<file path="src/rtl/pcpa_pkg.sv">
`default_nettype none

package pcpa_pkg;

  localparam int unsigned KIND_W     = 2;
  localparam int unsigned COMP_W     = 4;
  localparam int unsigned GAIN_W     = 16;
  localparam int unsigned MARGIN_W   = 16;
  localparam int unsigned MODE_W     = 2;
  localparam int unsigned RATE_W     = 24;
  localparam int unsigned REPL_W     = 16;
  localparam int unsigned TREND_W    = 4;
  localparam int unsigned CFG_IDX_W  = 2;
  localparam int unsigned CFG_DATA_W = 16;

  // item kinds
  localparam logic [KIND_W-1:0] KIND_ACTIVATE   = 2'd0;
  localparam logic [KIND_W-1:0] KIND_DEACTIVATE = 2'd1;
  localparam logic [KIND_W-1:0] KIND_EVALUATE   = 2'd2;

  // adaptation modes
  localparam logic [MODE_W-1:0] MODE_REL     = 2'd0;
  localparam logic [MODE_W-1:0] MODE_REPLICA = 2'd2;

  // configuration register indexes
  localparam logic [CFG_IDX_W-1:0] CFG_GAIN   = 2'd0;
  localparam logic [CFG_IDX_W-1:0] CFG_MARGIN = 2'd1;
  localparam logic [CFG_IDX_W-1:0] CFG_MODE   = 2'd2;
  localparam logic [CFG_IDX_W-1:0] CFG_HUB    = 2'd3;

  localparam logic [GAIN_W-1:0]   GAIN_RST   = 16'd51200;
  localparam logic [24:0]         ONE_Q      = 25'd65536;
  localparam logic [RATE_W-1:0]   RATE_MAX   = 24'hFFFFFF;
  localparam logic [REPL_W-1:0]   REPL_MAX   = 16'hFFFF;
  localparam logic [REPL_W-1:0]   REPL_ONE   = 16'd1;
  localparam logic [RATE_W-1:0]   REL_LO     = 24'd6554;
  localparam logic [RATE_W-1:0]   REL_HI     = 24'd2621440;
  localparam logic [RATE_W-1:0]   COST_LO    = 24'd32768;
  localparam logic [RATE_W-1:0]   COST_HI    = 24'd1638400;

  // floor(2^32 / 25): quotient estimate is low by at most one
  localparam logic [27:0]         DIV25_RECIP = 28'd171798691;
  localparam logic [30:0]         DIV_STEP    = 31'd25;

  typedef struct packed {
    logic [GAIN_W-1:0]         gain;
    logic [RATE_W-1:0]         rate;
    logic [REPL_W-1:0]         repl;
    logic signed [TREND_W-1:0] trend;
  } entry_t;

  typedef enum logic [1:0] {
    ST_IDLE,
    ST_MUL,
    ST_DIV,
    ST_UPD
  } st_e;

endpackage

`default_nettype wire

</file>
<file path="src/rtl/pcpa_if.sv">
`default_nettype none

interface pcpa_req_if;
  import pcpa_pkg::*;
  logic                valid;
  logic                ready;
  logic [KIND_W-1:0]   kind;
  logic [COMP_W-1:0]   component;
  logic [RATE_W-1:0]   start_rate;
  logic [RATE_W-1:0]   measured;

  modport source(output valid, kind, component, start_rate, measured, input ready);
  modport sink(input valid, kind, component, start_rate, measured, output ready);
endinterface

interface pcpa_rsp_if;
  import pcpa_pkg::*;
  logic                valid;
  logic                ready;
  logic [COMP_W-1:0]   out_component;
  logic                adapt_valid;
  logic                adapt_kind;
  logic [RATE_W-1:0]   adapt_value;
  logic                exception_valid;
  logic                exception_up;
  logic                error_flag;

  modport source(output valid, out_component, adapt_valid, adapt_kind, adapt_value,
                 exception_valid, exception_up, error_flag, input ready);
  modport sink(input valid, out_component, adapt_valid, adapt_kind, adapt_value,
               exception_valid, exception_up, error_flag, output ready);
endinterface

`default_nettype wire

</file>
<file path="src/rtl/per_component_proportional_adapter_unit.sv">
// Items pass one at a time through the four-step read-multiply-divide-update sequence
// around the single-port entry memory: the input transfer reads the entry, and the
// update step loads the output register; a held result stalls the update step.
// Reset: rst_ni clears the sequencer, the output valid, the active bits and the
// configuration registers; entry memory is not reset and an entry is loaded by activate.
`default_nettype none

module per_component_proportional_adapter_unit #(
  parameter int unsigned COMPONENTS = 16
) (
  input  logic                              clk_i,
  input  logic                              rst_ni,
  input  logic                              cfg_we_i,
  input  logic [pcpa_pkg::CFG_IDX_W-1:0]    cfg_idx_i,
  input  logic [pcpa_pkg::CFG_DATA_W-1:0]   cfg_data_i,
  pcpa_req_if.sink                          req_i,
  pcpa_rsp_if.source                        rsp_o
);
  import pcpa_pkg::*;

  localparam int unsigned AW = (COMPONENTS > 1) ? $clog2(COMPONENTS) : 1;

  // configuration
  logic [GAIN_W-1:0]   gain_q;
  logic [MARGIN_W-1:0] margin_q;
  logic [MODE_W-1:0]   mode_q;
  logic [COMP_W-1:0]   hub_q;

  always_ff @(posedge clk_i or negedge rst_ni) begin
    if (!rst_ni) begin
      gain_q   <= GAIN_RST;
      margin_q <= '0;
      mode_q   <= MODE_REL;
      hub_q    <= '0;
    end else if (cfg_we_i) begin
      case (cfg_idx_i)
        CFG_GAIN:   gain_q   <= cfg_data_i[GAIN_W-1:0];
        CFG_MARGIN: margin_q <= cfg_data_i[MARGIN_W-1:0];
        CFG_MODE:   mode_q   <= cfg_data_i[MODE_W-1:0];
        CFG_HUB:    hub_q    <= cfg_data_i[COMP_W-1:0];
        default: ;
      endcase
    end
  end

  // sequencer
  st_e  state_q, state_d;
  logic in_ready;
  logic upd_fire;
  logic out_free;
  logic out_valid_q;
  logic accept;

  assign out_free = !out_valid_q || rsp_o.ready;
  assign accept   = req_i.valid && in_ready;
  assign req_i.ready = in_ready;

  always_comb begin
    state_d = state_q;
    unique case (state_q)
      ST_IDLE: if (req_i.valid) state_d = ST_MUL;
      ST_MUL:  state_d = ST_DIV;
      ST_DIV:  state_d = ST_UPD;
      ST_UPD:  if (out_free) state_d = ST_IDLE;
      default: state_d = ST_IDLE;
    endcase
  end

  always_comb begin
    in_ready = 1'b0;
    upd_fire = 1'b0;
    unique case (state_q)
      ST_IDLE: in_ready = 1'b1;
      ST_UPD:  upd_fire = out_free;
      default: ;
    endcase
  end

  always_ff @(posedge clk_i or negedge rst_ni) begin
    if (!rst_ni) begin
      state_q <= ST_IDLE;
    end else begin
      state_q <= state_d;
    end
  end

  // item capture
  logic [KIND_W-1:0] kind_q;
  logic [COMP_W-1:0] comp_q;
  logic [AW-1:0]     addr_q;
  logic [RATE_W-1:0] start_q;
  logic [RATE_W-1:0] meas_q;
  logic              in_range_q;

  always_ff @(posedge clk_i) begin
    if (accept) begin
      kind_q     <= req_i.kind;
      comp_q     <= req_i.component;
      addr_q     <= AW'(req_i.component);
      start_q    <= req_i.start_rate;
      meas_q     <= req_i.measured;
      in_range_q <= (int'(req_i.component) < int'(COMPONENTS));
    end
  end

  // entry memory: read on the input transfer, written back in the update step
  entry_t mem [COMPONENTS];
  entry_t rd_q;
  entry_t wdata;
  logic   mem_we;

  always_ff @(posedge clk_i) begin
    if (mem_we) begin
      mem[addr_q] <= wdata;
    end
    if (accept) begin
      rd_q <= mem[AW'(req_i.component)];
    end
  end

  // active bits
  logic [COMPONENTS-1:0] active_q;
  logic                  act_set, act_clr;
  logic                  act_hit;

  assign act_hit = active_q[addr_q];

  always_ff @(posedge clk_i or negedge rst_ni) begin
    if (!rst_ni) begin
      active_q <= '0;
    end else if (upd_fire) begin
      if (act_set) active_q[addr_q] <= 1'b1;
      if (act_clr) active_q[addr_q] <= 1'b0;
    end
  end

  // multiply step: error, deviation test, gain * error
  logic [24:0]        ref_v;
  logic signed [24:0] err;
  logic [24:0]        aerr;
  logic               deviate;
  logic signed [41:0] prod;
  logic signed [41:0] prod_q;
  logic               dev_q;
  logic               err_pos_q;

  always_comb begin
    ref_v   = (mode_q == MODE_REL) ? ONE_Q : '0;
    err     = $signed(ref_v) - $signed({1'b0, meas_q});
    aerr    = err[24] ? 25'(-err) : 25'(err);
    deviate = (mode_q == MODE_REL) ? (aerr > {9'b0, margin_q}) : (meas_q != '0);
    prod    = $signed({1'b0, rd_q.gain}) * err;
  end

  always_ff @(posedge clk_i) begin
    if (state_q == ST_MUL) begin
      prod_q    <= prod;
      dev_q     <= deviate;
      err_pos_q <= !err[24] && (err != '0);
    end
  end

  // divide step: floor(prod / 1024) / 25 by reciprocal, replica step by shift
  logic signed [31:0] xs;
  logic [30:0]        n;
  logic [58:0]        mprod;
  logic signed [41:0] rbias;
  logic [30:0]        n_q;
  logic               neg_q;
  logic [26:0]        q0_q;
  logic signed [17:0] rstep_q;

  always_comb begin
    xs    = prod_q[41:10];
    n     = xs[31] ? 31'(-xs) : 31'(xs);
    mprod = 59'(n) * 59'(DIV25_RECIP);
    rbias = err_pos_q ? (prod_q + 42'sd16777215) : prod_q;
  end

  always_ff @(posedge clk_i) begin
    if (state_q == ST_DIV) begin
      n_q     <= n;
      neg_q   <= xs[31];
      q0_q    <= mprod[58:32];
      rstep_q <= rbias[41:24];
    end
  end

  // update step
  logic [30:0]        q25;
  logic [30:0]        rem;
  logic               fix;
  logic               rem_nz;
  logic [27:0]        qn;
  logic signed [27:0] step;
  logic signed [28:0] nr;
  logic signed [18:0] nc;
  logic [RATE_W-1:0]  lo, hi;
  logic signed [TREND_W-1:0] tc;
  logic signed [TREND_W-1:0] tc_new;
  logic               exc_up, exc_dn;

  always_comb begin
    q25    = 31'(q0_q) * DIV_STEP;
    rem    = n_q - q25;
    fix    = rem >= DIV_STEP;
    rem_nz = fix ? (rem != DIV_STEP) : (rem != '0);
    qn     = {1'b0, q0_q} + 28'(fix);
    step   = neg_q ? -$signed(qn + 28'(rem_nz)) : $signed(qn);
    nr     = $signed({5'b0, rd_q.rate}) + {step[27], step};
    nc     = $signed({3'b0, rd_q.repl}) + {rstep_q[17], rstep_q};
    lo     = (mode_q == MODE_REL) ? REL_LO : COST_LO;
    hi     = (mode_q == MODE_REL) ? REL_HI : COST_HI;

    // count consecutive deviating or stable evaluations
    if (dev_q) begin
      tc = (rd_q.trend < 0) ? 4'sd0 : rd_q.trend + 4'sd1;
    end else begin
      tc = (rd_q.trend > 0) ? 4'sd0 : rd_q.trend - 4'sd1;
    end
    exc_up = tc > 4'sd4;
    exc_dn = tc < -4'sd4;
    tc_new = (exc_up || exc_dn) ? 4'sd0 : tc;
  end

  logic              a_valid, a_kind;
  logic [RATE_W-1:0] a_value;
  entry_t            ent_new;

  always_comb begin
    ent_new       = rd_q;
    ent_new.trend = tc_new;
    a_valid       = 1'b0;
    a_kind        = 1'b0;
    a_value       = '0;
    if (dev_q) begin
      if (comp_q == hub_q) begin
        if (nr > 29'sd0) begin
          ent_new.rate = (nr > $signed({5'b0, RATE_MAX})) ? RATE_MAX : nr[RATE_W-1:0];
          a_valid      = 1'b1;
          a_value      = ent_new.rate;
        end
      end else if (mode_q == MODE_REPLICA) begin
        if (nc < 19'sd1) begin
          ent_new.repl = REPL_ONE;
        end else if (nc > $signed({3'b0, REPL_MAX})) begin
          ent_new.repl = REPL_MAX;
        end else begin
          ent_new.repl = nc[REPL_W-1:0];
        end
        a_valid = 1'b1;
        a_kind  = 1'b1;
        a_value = RATE_W'(ent_new.repl);
      end else if (nr >= $signed({5'b0, lo}) && nr <= $signed({5'b0, hi})) begin
        ent_new.rate = nr[RATE_W-1:0];
        a_valid      = 1'b1;
        a_value      = ent_new.rate;
      end
    end
  end

  logic              r_a_valid, r_a_kind, r_e_valid, r_e_up, r_err;
  logic [RATE_W-1:0] r_a_value;

  always_comb begin
    mem_we    = 1'b0;
    wdata     = ent_new;
    act_set   = 1'b0;
    act_clr   = 1'b0;
    r_a_valid = 1'b0;
    r_a_kind  = 1'b0;
    r_a_value = '0;
    r_e_valid = 1'b0;
    r_e_up    = 1'b0;
    r_err     = 1'b0;
    case (kind_q)
      KIND_ACTIVATE: begin
        if (in_range_q) begin
          mem_we  = upd_fire;
          wdata   = '{gain: gain_q, rate: start_q, repl: REPL_ONE, trend: 4'sd0};
          act_set = 1'b1;
        end
      end
      KIND_DEACTIVATE: begin
        act_clr = in_range_q;
      end
      KIND_EVALUATE: begin
        if (!in_range_q || !act_hit) begin
          r_err = 1'b1;
        end else begin
          mem_we    = upd_fire;
          r_a_valid = a_valid;
          r_a_kind  = a_kind;
          r_a_value = a_value;
          r_e_valid = exc_up || exc_dn;
          r_e_up    = exc_up;
        end
      end
      default: ;
    endcase
  end

  // output register
  logic [COMP_W-1:0] o_comp_q;
  logic              o_a_valid_q, o_a_kind_q, o_e_valid_q, o_e_up_q, o_err_q;
  logic [RATE_W-1:0] o_a_value_q;

  always_ff @(posedge clk_i or negedge rst_ni) begin
    if (!rst_ni) begin
      out_valid_q <= 1'b0;
    end else if (upd_fire) begin
      out_valid_q <= 1'b1;
    end else if (rsp_o.ready) begin
      out_valid_q <= 1'b0;
    end
  end

  always_ff @(posedge clk_i) begin
    if (upd_fire) begin
      o_comp_q    <= comp_q;
      o_a_valid_q <= r_a_valid;
      o_a_kind_q  <= r_a_kind;
      o_a_value_q <= r_a_value;
      o_e_valid_q <= r_e_valid;
      o_e_up_q    <= r_e_up;
      o_err_q     <= r_err;
    end
  end

  assign rsp_o.valid           = out_valid_q;
  assign rsp_o.out_component   = o_comp_q;
  assign rsp_o.adapt_valid     = o_a_valid_q;
  assign rsp_o.adapt_kind      = o_a_kind_q;
  assign rsp_o.adapt_value     = o_a_value_q;
  assign rsp_o.exception_valid = o_e_valid_q;
  assign rsp_o.exception_up    = o_e_up_q;
  assign rsp_o.error_flag      = o_err_q;

`ifndef ASSERT_OFF
  a_result_from_update: assert property (@(posedge clk_i) disable iff (!rst_ni)
    $rose(out_valid_q) |-> $past(state_q == ST_UPD))
    else $error("result appeared without an update step");

  a_command_nonzero: assert property (@(posedge clk_i) disable iff (!rst_ni)
    (rsp_o.valid && rsp_o.adapt_valid) |-> (rsp_o.adapt_value != '0))
    else $error("adaptation command with zero value");

  a_error_exclusive: assert property (@(posedge clk_i) disable iff (!rst_ni)
    (rsp_o.valid && rsp_o.error_flag) |-> (!rsp_o.adapt_valid && !rsp_o.exception_valid))
    else $error("error result carries a command or exception");

  a_replica_range: assert property (@(posedge clk_i) disable iff (!rst_ni)
    (rsp_o.valid && rsp_o.adapt_kind) |-> (rsp_o.adapt_value[23:16] == '0))
    else $error("replica count beyond 16 bits");
`endif

endmodule

`default_nettype wire
</file>
<file path="src/flat_wrapper.sv">
// flat-port wrapper written by rule: the top's interface ports become plain ports
module per_component_proportional_adapter_unit_flat import pcpa_pkg::*;
#(
  parameter int unsigned COMPONENTS = 16
)
  (clk_i, rst_ni, cfg_we_i, cfg_idx_i, cfg_data_i, req_i_valid, req_i_kind, req_i_component, req_i_start_rate, req_i_measured, req_i_ready, rsp_o_valid, rsp_o_out_component, rsp_o_adapt_valid, rsp_o_adapt_kind, rsp_o_adapt_value, rsp_o_exception_valid, rsp_o_exception_up, rsp_o_error_flag, rsp_o_ready);
  pcpa_req_if req_i_i ();
  pcpa_rsp_if rsp_o_i ();
  input  logic clk_i;
  input  logic rst_ni;
  input  logic cfg_we_i;
  input  logic [pcpa_pkg::CFG_IDX_W-1:0] cfg_idx_i;
  input  logic [pcpa_pkg::CFG_DATA_W-1:0] cfg_data_i;
  input wire logic [$bits(req_i_i.valid)-1:0] req_i_valid;
  input wire logic [$bits(req_i_i.kind)-1:0] req_i_kind;
  input wire logic [$bits(req_i_i.component)-1:0] req_i_component;
  input wire logic [$bits(req_i_i.start_rate)-1:0] req_i_start_rate;
  input wire logic [$bits(req_i_i.measured)-1:0] req_i_measured;
  output wire logic [$bits(req_i_i.ready)-1:0] req_i_ready;
  output wire logic [$bits(rsp_o_i.valid)-1:0] rsp_o_valid;
  output wire logic [$bits(rsp_o_i.out_component)-1:0] rsp_o_out_component;
  output wire logic [$bits(rsp_o_i.adapt_valid)-1:0] rsp_o_adapt_valid;
  output wire logic [$bits(rsp_o_i.adapt_kind)-1:0] rsp_o_adapt_kind;
  output wire logic [$bits(rsp_o_i.adapt_value)-1:0] rsp_o_adapt_value;
  output wire logic [$bits(rsp_o_i.exception_valid)-1:0] rsp_o_exception_valid;
  output wire logic [$bits(rsp_o_i.exception_up)-1:0] rsp_o_exception_up;
  output wire logic [$bits(rsp_o_i.error_flag)-1:0] rsp_o_error_flag;
  input wire logic [$bits(rsp_o_i.ready)-1:0] rsp_o_ready;
  assign req_i_i.valid = req_i_valid;
  assign req_i_i.kind = req_i_kind;
  assign req_i_i.component = req_i_component;
  assign req_i_i.start_rate = req_i_start_rate;
  assign req_i_i.measured = req_i_measured;
  assign req_i_ready = req_i_i.ready;
  assign rsp_o_valid = rsp_o_i.valid;
  assign rsp_o_out_component = rsp_o_i.out_component;
  assign rsp_o_adapt_valid = rsp_o_i.adapt_valid;
  assign rsp_o_adapt_kind = rsp_o_i.adapt_kind;
  assign rsp_o_adapt_value = rsp_o_i.adapt_value;
  assign rsp_o_exception_valid = rsp_o_i.exception_valid;
  assign rsp_o_exception_up = rsp_o_i.exception_up;
  assign rsp_o_error_flag = rsp_o_i.error_flag;
  assign rsp_o_i.ready = rsp_o_ready;
  per_component_proportional_adapter_unit #(.COMPONENTS(COMPONENTS)) u_core (.clk_i(clk_i), .rst_ni(rst_ni), .cfg_we_i(cfg_we_i), .cfg_idx_i(cfg_idx_i), .cfg_data_i(cfg_data_i), .req_i(req_i_i), .rsp_o(rsp_o_i));
endmodule
</file>
<file path="config.mk">
export PLATFORM = sky130hd
export DESIGN_NAME = per_component_proportional_adapter_unit_flat
export DESIGN_NICKNAME = d
export VERILOG_FILES = /design/src/rtl/pcpa_pkg.sv /design/src/rtl/pcpa_if.sv /design/src/rtl/per_component_proportional_adapter_unit.sv /design/src/flat_wrapper.sv
export SDC_FILE = /design/constraint.sdc
export NUM_CORES = 2
export LEC_CHECK = 0
export ABC_AREA = 1
export BUFFER_PORTS_ARGS = -buffer_cell sky130_fd_sc_hd__buf_2
export CAP_MARGIN = 20
export CORE_AREA = 3 3 565 567
export CTS_CLUSTER_DIAMETER = 30
export CTS_CLUSTER_SIZE = 14
export DETAILED_ROUTE_END_ITERATION = 16
export DIE_AREA = 0 0 568 570
export GPL_ROUTABILITY_DRIVEN = 0
export SLEW_MARGIN = 10
export SYNTH_ARGS = -nofsm -noshare
export SYNTH_HDL_FRONTEND = slang
export SYNTH_SLANG_ARGS = --single-unit
</file>
<file path="constraint.sdc">
create_clock -name clk_i -period 22.4 [get_ports clk_i]
set_input_delay 3.36 -clock clk_i [delete_from_list [all_inputs] [get_ports clk_i]]
set_output_delay 3.36 -clock clk_i [all_outputs]
set_load 0.1 [all_outputs]
</file>
Yosys cells after proc, flatten, opt, wreduce, memory -nomap -nowiden

Memories as Yosys holds them, arrays and structs flattened. A register that Yosys moved wholly into a read port is not among the register bits.
Cells that the tools add are included.

Register bits after elaboration: 265
RAM bits: 960
Word-level logic and storage cells: 152
Input port bits: 77
Output and inout port bits: 35
Memories: 1

Memories:

| memory     | words | bits a word | rd ports | clocked after memory_dff | write ports | RTL line                                       | RTL |
|---|---|---|---|---|---|---|---|
| u_core.mem | 16    | 60          | 1        | 1                        | 1           | per_component_proportional_adapter_unit.sv:107 | `entry_t mem [COMPONENTS];` |

Reductions and logical operators: 25
Add/subtract/negate cells: 12
$lt $le $gt $ge: 14
Mux-type cells: 54
Bitwise operators: 5
$mul: 3
Eq/ne operators: 13

Operators with widths:

| operator               | count |
|---|---|
| $mux 24                | 9 |
| $mux 16                | 8 |
| $mux 60                | 1 |
| $mul 31x28->59 const B | 1 |
| $add 42x25->42 const B | 1 |
| $mul 17x25->42         | 1 |
| $mux 42                | 1 |
| $mux 40                | 1 |
| $ge 31x5->1 const B    | 1 |
| $mul 27x5->31 const B  | 1 |
| $mux 31                | 1 |
| $ne 31x5->1 const B    | 1 |
| $neg 31->31            | 1 |
| $reduce_bool 31->1     | 1 |
| $sub 31x31->31         | 1 |
| $add 25x28->29         | 1 |
| $ge 29x25->1           | 1 |
| $gt 29x1->1 const B    | 1 |
| $gt 29x25->1 const B   | 1 |
| $le 29x25->1           | 1 |
| $add 27x1->28          | 1 |
| $add 28x1->28          | 1 |
| $mux 28                | 1 |
| $neg 28->28            | 1 |
| other kinds (44)       | 87 |

Depth between registers and ports, before layout

Depth in word-level cells: 15
Depth in mapped cells: 68
Depth with buffers taken out: 68

Worst setup path before layout

No wires, ideal clock.

Path type: reg2reg
Start point: register u_core.q0_q[2]
End point: memory u_core.mem[0][42] (netlist bit), data pin
Required time: 22116 ps
Path buffers: 1
Arrival: 9706 ps
Slack: 12411 ps
Clock period less this slack: 9989 ps
Library setup time: 284 ps
Stages on the path, launching flop included: 61
Path through: edfxtp_1 > ha_1 > inv_1 > fa_1 > inv_1 > fa_1 > inv_1 > ha_1 > o21ai_0 > nand2_1 > a21boi_0 > o21ai_0 > a21oi_1 > o21ai_0 > nand2_1 > nand2_1 > nand2_1 > nand3_1 > [... 25 more ...] > nand3_1 > nand2_1 > o211ai_1 > inv_1 > o21ai_0 > nand4_1 > nand2_2 > nand2_1 > nand2_1 > nand3_4 > nor2_8 > nand4_2 > nand2_2 > buf_4 > nand3_1 > nand2_1 > nor2_1 > o21ai_1

RTL lines:

| element                  | RTL line                                       | RTL |
|---|---|---|
| start: declaration       | per_component_proportional_adapter_unit.sv:170 | `logic [26:0] q0_q;` |
| start signal: assignment | per_component_proportional_adapter_unit.sv:184 | `q0_q <= mprod[58:32];` |
| end: declaration         | per_component_proportional_adapter_unit.sv:107 |  |

==> impl_metrics.env <==
export IMPL_period_share_pct=55.5
export IMPL_initial_utilization_pct=29.0
export IMPL_status="finished clean"
export IMPL_vias_per_cell=4.75
export IMPL_met1_length_um=115000
export IMPL_min_path_type="reg -> reg"
export IMPL_tightest_slew_ns=1.22
export IMPL_post_place_ws_ns=10.07
export IMPL_ys_seq_area_share_pct=42.0
export IMPL_die_h_um=570
export IMPL_fmax_ghz=0.0804
export IMPL_h_tree_depth=4
export IMPL_arrival_ns=12.95
export IMPL_hold_viol_final=0
export IMPL_worst_path_max_fanout=16
export IMPL_core_um2=315000
export IMPL_synth_enable_flop_cells=1228
export IMPL_fin_worst_skew_ns=0.143
export IMPL_die_area_um2=324000
export IMPL_crit_path_start_kind="flip-flop"
export IMPL_ys_seq_elements=1285
export IMPL_setup_viol_count_final=0
export IMPL_dp_hpwl_um=179000
export IMPL_num_rows=206
export IMPL_slowest_stage="fa_1"
export IMPL_yosysMostFrequentCell="inv_1"
export IMPL_grt_pass1_wl_um=392000
export IMPL_syn_to_final_growth_pct=15.4
export IMPL_ys_types=66
export IMPL_die_x_um=568
export IMPL_wl_met2_um=115000
export IMPL_finalMaxSlewViolations=0
export IMPL_clk_latency_ns=0.93
export IMPL_clock_path_buffers=4
export IMPL_detail_route_wl_per_cell_um=19.5
export IMPL_grt_usage_pct=15.8
export IMPL_relSlewSlack_pct=18.4
export IMPL_dr_first_iter_drc_count=5949
export IMPL_cts_root_buf="clkbuf_16"
export IMPL_met3_length_um=22800
export IMPL_yosys_warnings=0
export IMPL_numCtsBuffers=237
export IMPL_cap_violations=0
export IMPL_antenna_left=0
export IMPL_highest_layer="met5"
export IMPL_gr_total_overflow=0
export IMPL_route_vias_total=63266
export IMPL_fin_tns_setup_ns=0
export IMPL_postCtsSetupBuffers=0
export IMPL_syn_inst=8767
export IMPL_reg2reg_slack_ns=9.97
export IMPL_io_pins=112
export IMPL_synth_area_um2=91200
export IMPL_yosys_top_cells_count="inv_1 (1770), edfxtp_1 (1228), nand2_1 (1084), fa_1 (762), ha_1 (655)"
export IMPL_numClockSinks=1285
export IMPL_routed_wl_um=260000
export IMPL_dr_pass1_iters=8
export IMPL_final_nets=10470
export IMPL_synth_top_cell_area_share_pct=40.5
export IMPL_crit_path_max_incr_delay_ns=0.54
export IMPL_path_clk_slew_ns=0.05
export IMPL_worstPathRequired_ns=22.92
export IMPL_async_flop_share_pct=4.44
export IMPL_remaining_drc_errors=0
export IMPL_drive_gt1_share_pct=8.49
export IMPL_rsz0062_at_grt="false"
export IMPL_cts_resized=0
export IMPL_synth_top_cell_by_area="edfxtp_1"
export IMPL_worst_setup_path_type="reg -> reg"
export IMPL_hold_buffers=0
export IMPL_ys_top_cells_by_area="edfxtp_1 (40%), fa_1 (17%), ha_1 (9.0%)"
export IMPL_grt_pass1_vias=63218
export IMPL_synth_nets=10261
export IMPL_crit_path_end_kind="flip-flop"
export IMPL_nFillCells=31480
export IMPL_io_buffers=111
export IMPL_fin_crit_ns=12.43
export IMPL_setup_slack_ns=9.97
export IMPL_crit_path_frequent_cell="nand2_1"
export IMPL_grt_max_degree=194
export IMPL_tritoncts="built"
export IMPL_ys_dominant_reg_cell="edfxtp_1"
export IMPL_antenna_found_initial=14
export IMPL_syn_avg_cell_area_um2=10.4
export IMPL_whs_ns=0.481
-- worst paths after layout --
kind | startpoint | end | cells after the start
max | u_core.q0_q[2]$_DFFE_PP_ | u_core.mem[4][20]$_DFFE_PP_ | 62
min in group asynchronous | rst_ni | u_core.gain_q[10]$_DFFE_PN0P_ | 1
max in group asynchronous | rst_ni | u_core.rsp_o.valid$_DFFE_PN0P_ | 1
min | u_core.gain_q[13]$_DFFE_PN0P_ | u_core.gain_q[13]$_DFFE_PN0P_ | 2
max reg2reg | u_core.q0_q[2]$_DFFE_PP_ | u_core.mem[4][20]$_DFFE_PP_ | 62
min reg2reg | u_core.gain_q[13]$_DFFE_PN0P_ | u_core.gain_q[13]$_DFFE_PN0P_ | 2
-- sequential cells by signal, summed over array words and instances (netlist names), 4 cells and up, named ones only --
signal,cells
u_core.mem,960
u_core.gain_q,16
u_core.prod_q,42
u_core.margin_q,16
u_core.q0_q,27
u_core.start_q,24
u_core.active_q,15
u_core.comp_q,4
u_core.rstep_q,18
u_core.rsp_o.adapt_value,24
u_core.rsp_o.out_component,4
u_core.ent_new,16
u_core.rd_q,44
u_core.meas_q,24
u_core.hub_q,4
u_core.n_q,31
-- cells by family (layout without fill, tap and decap cells) --
| kind of cell | count (synthesis) | in the layout | synth area share [%] |
|---|---|---|---|
| compound gates | 1454 | 1454 | 9.03 |
| xor+xnor | 244 | 244 | 2.37 |
| fa+ha+maj | 1417 | 1417 | 25.7 |
| buf+inv | 2082 | 2484 | 8.67 |
| flops | 1285 | 1285 | 42.0 |
| mux | 241 | 241 | 2.65 |
| other cells | 0 | 4 | 0 |
| simple gates | 2044 | 2044 | 9.53 |
-- per-stage QoR --
step	cell area [um2]	std cells	util, %
global placement	97000	12881	30.8
floorplan	91200	8767	-
finish	105000	13333	33.4
detailed placement	97000	12884	30.8
global route	105000	13331	33.4
CTS	105000	13316	33.4
-- routing by layer --
metal	track usage, %	up-vias
li1	-	29454
met5	0	-
met2	24.4	2354
met3	3.74	411
met1	21.8	31039
met4	4.85	8
-- area by class of cell --
class                           count  area (um2)  area share [%]
Antenna cell                        4        10.0         0.00951
Clock inverter                    167        2030            1.93
Multi-Input combinational cell   5400       45100            42.9
Timing Repair Buffer              260        1740            1.66
Tap cell                         4160        5200            4.95
Inverter                         1792        6740            6.41
Clock buffer                      265        6080            5.78
Sequential cell                  1285       38300            36.4
-- worst max-delay path: cells and delay by family (launching register included) --
kind	cells	cell delay (ns)
compound gates	12	2.81
flops	1	0.50
buf+inv	7	0.54
fa+ha+maj	8	2.95
xor+xnor	2	0.30
simple gates	33	5.02
-- layout by cell type, fill, tap and decap left out, types with 12 or more instances in the layout --
cell / instances
inv_1: 1767
edfxtp_1: 1228
nand2_1: 1084
fa_1: 762
ha_1: 653
o21ai_0: 528
a21oi_1: 511
nor2_1: 464
o211ai_1: 251
mux2i_1: 241
clkbuf_16: 238
nand3_1: 237
xor2_1: 177
buf_4: 145
buf_2: 107
nor3_1: 62
xnor2_1: 62
dfrtp_1: 54
nand4_1: 50
nand2_2: 37
bufinv_16: 35
clkinv_1: 33
clkinv_2: 33
a31oi_1: 31
nor4_1: 26
o21ai_1: 25
clkbuf_1: 25
clkinvlp_4: 24
inv_6: 23
clkinv_4: 20
nand3b_1: 16
inv_2: 15
nor3_2: 15
nor2_2: 12
a21o_1: 12
o22ai_1: 12
Power is not shown: default switching activity piles up to over one toggle a cycle in this logic, so the estimate is an artifact.
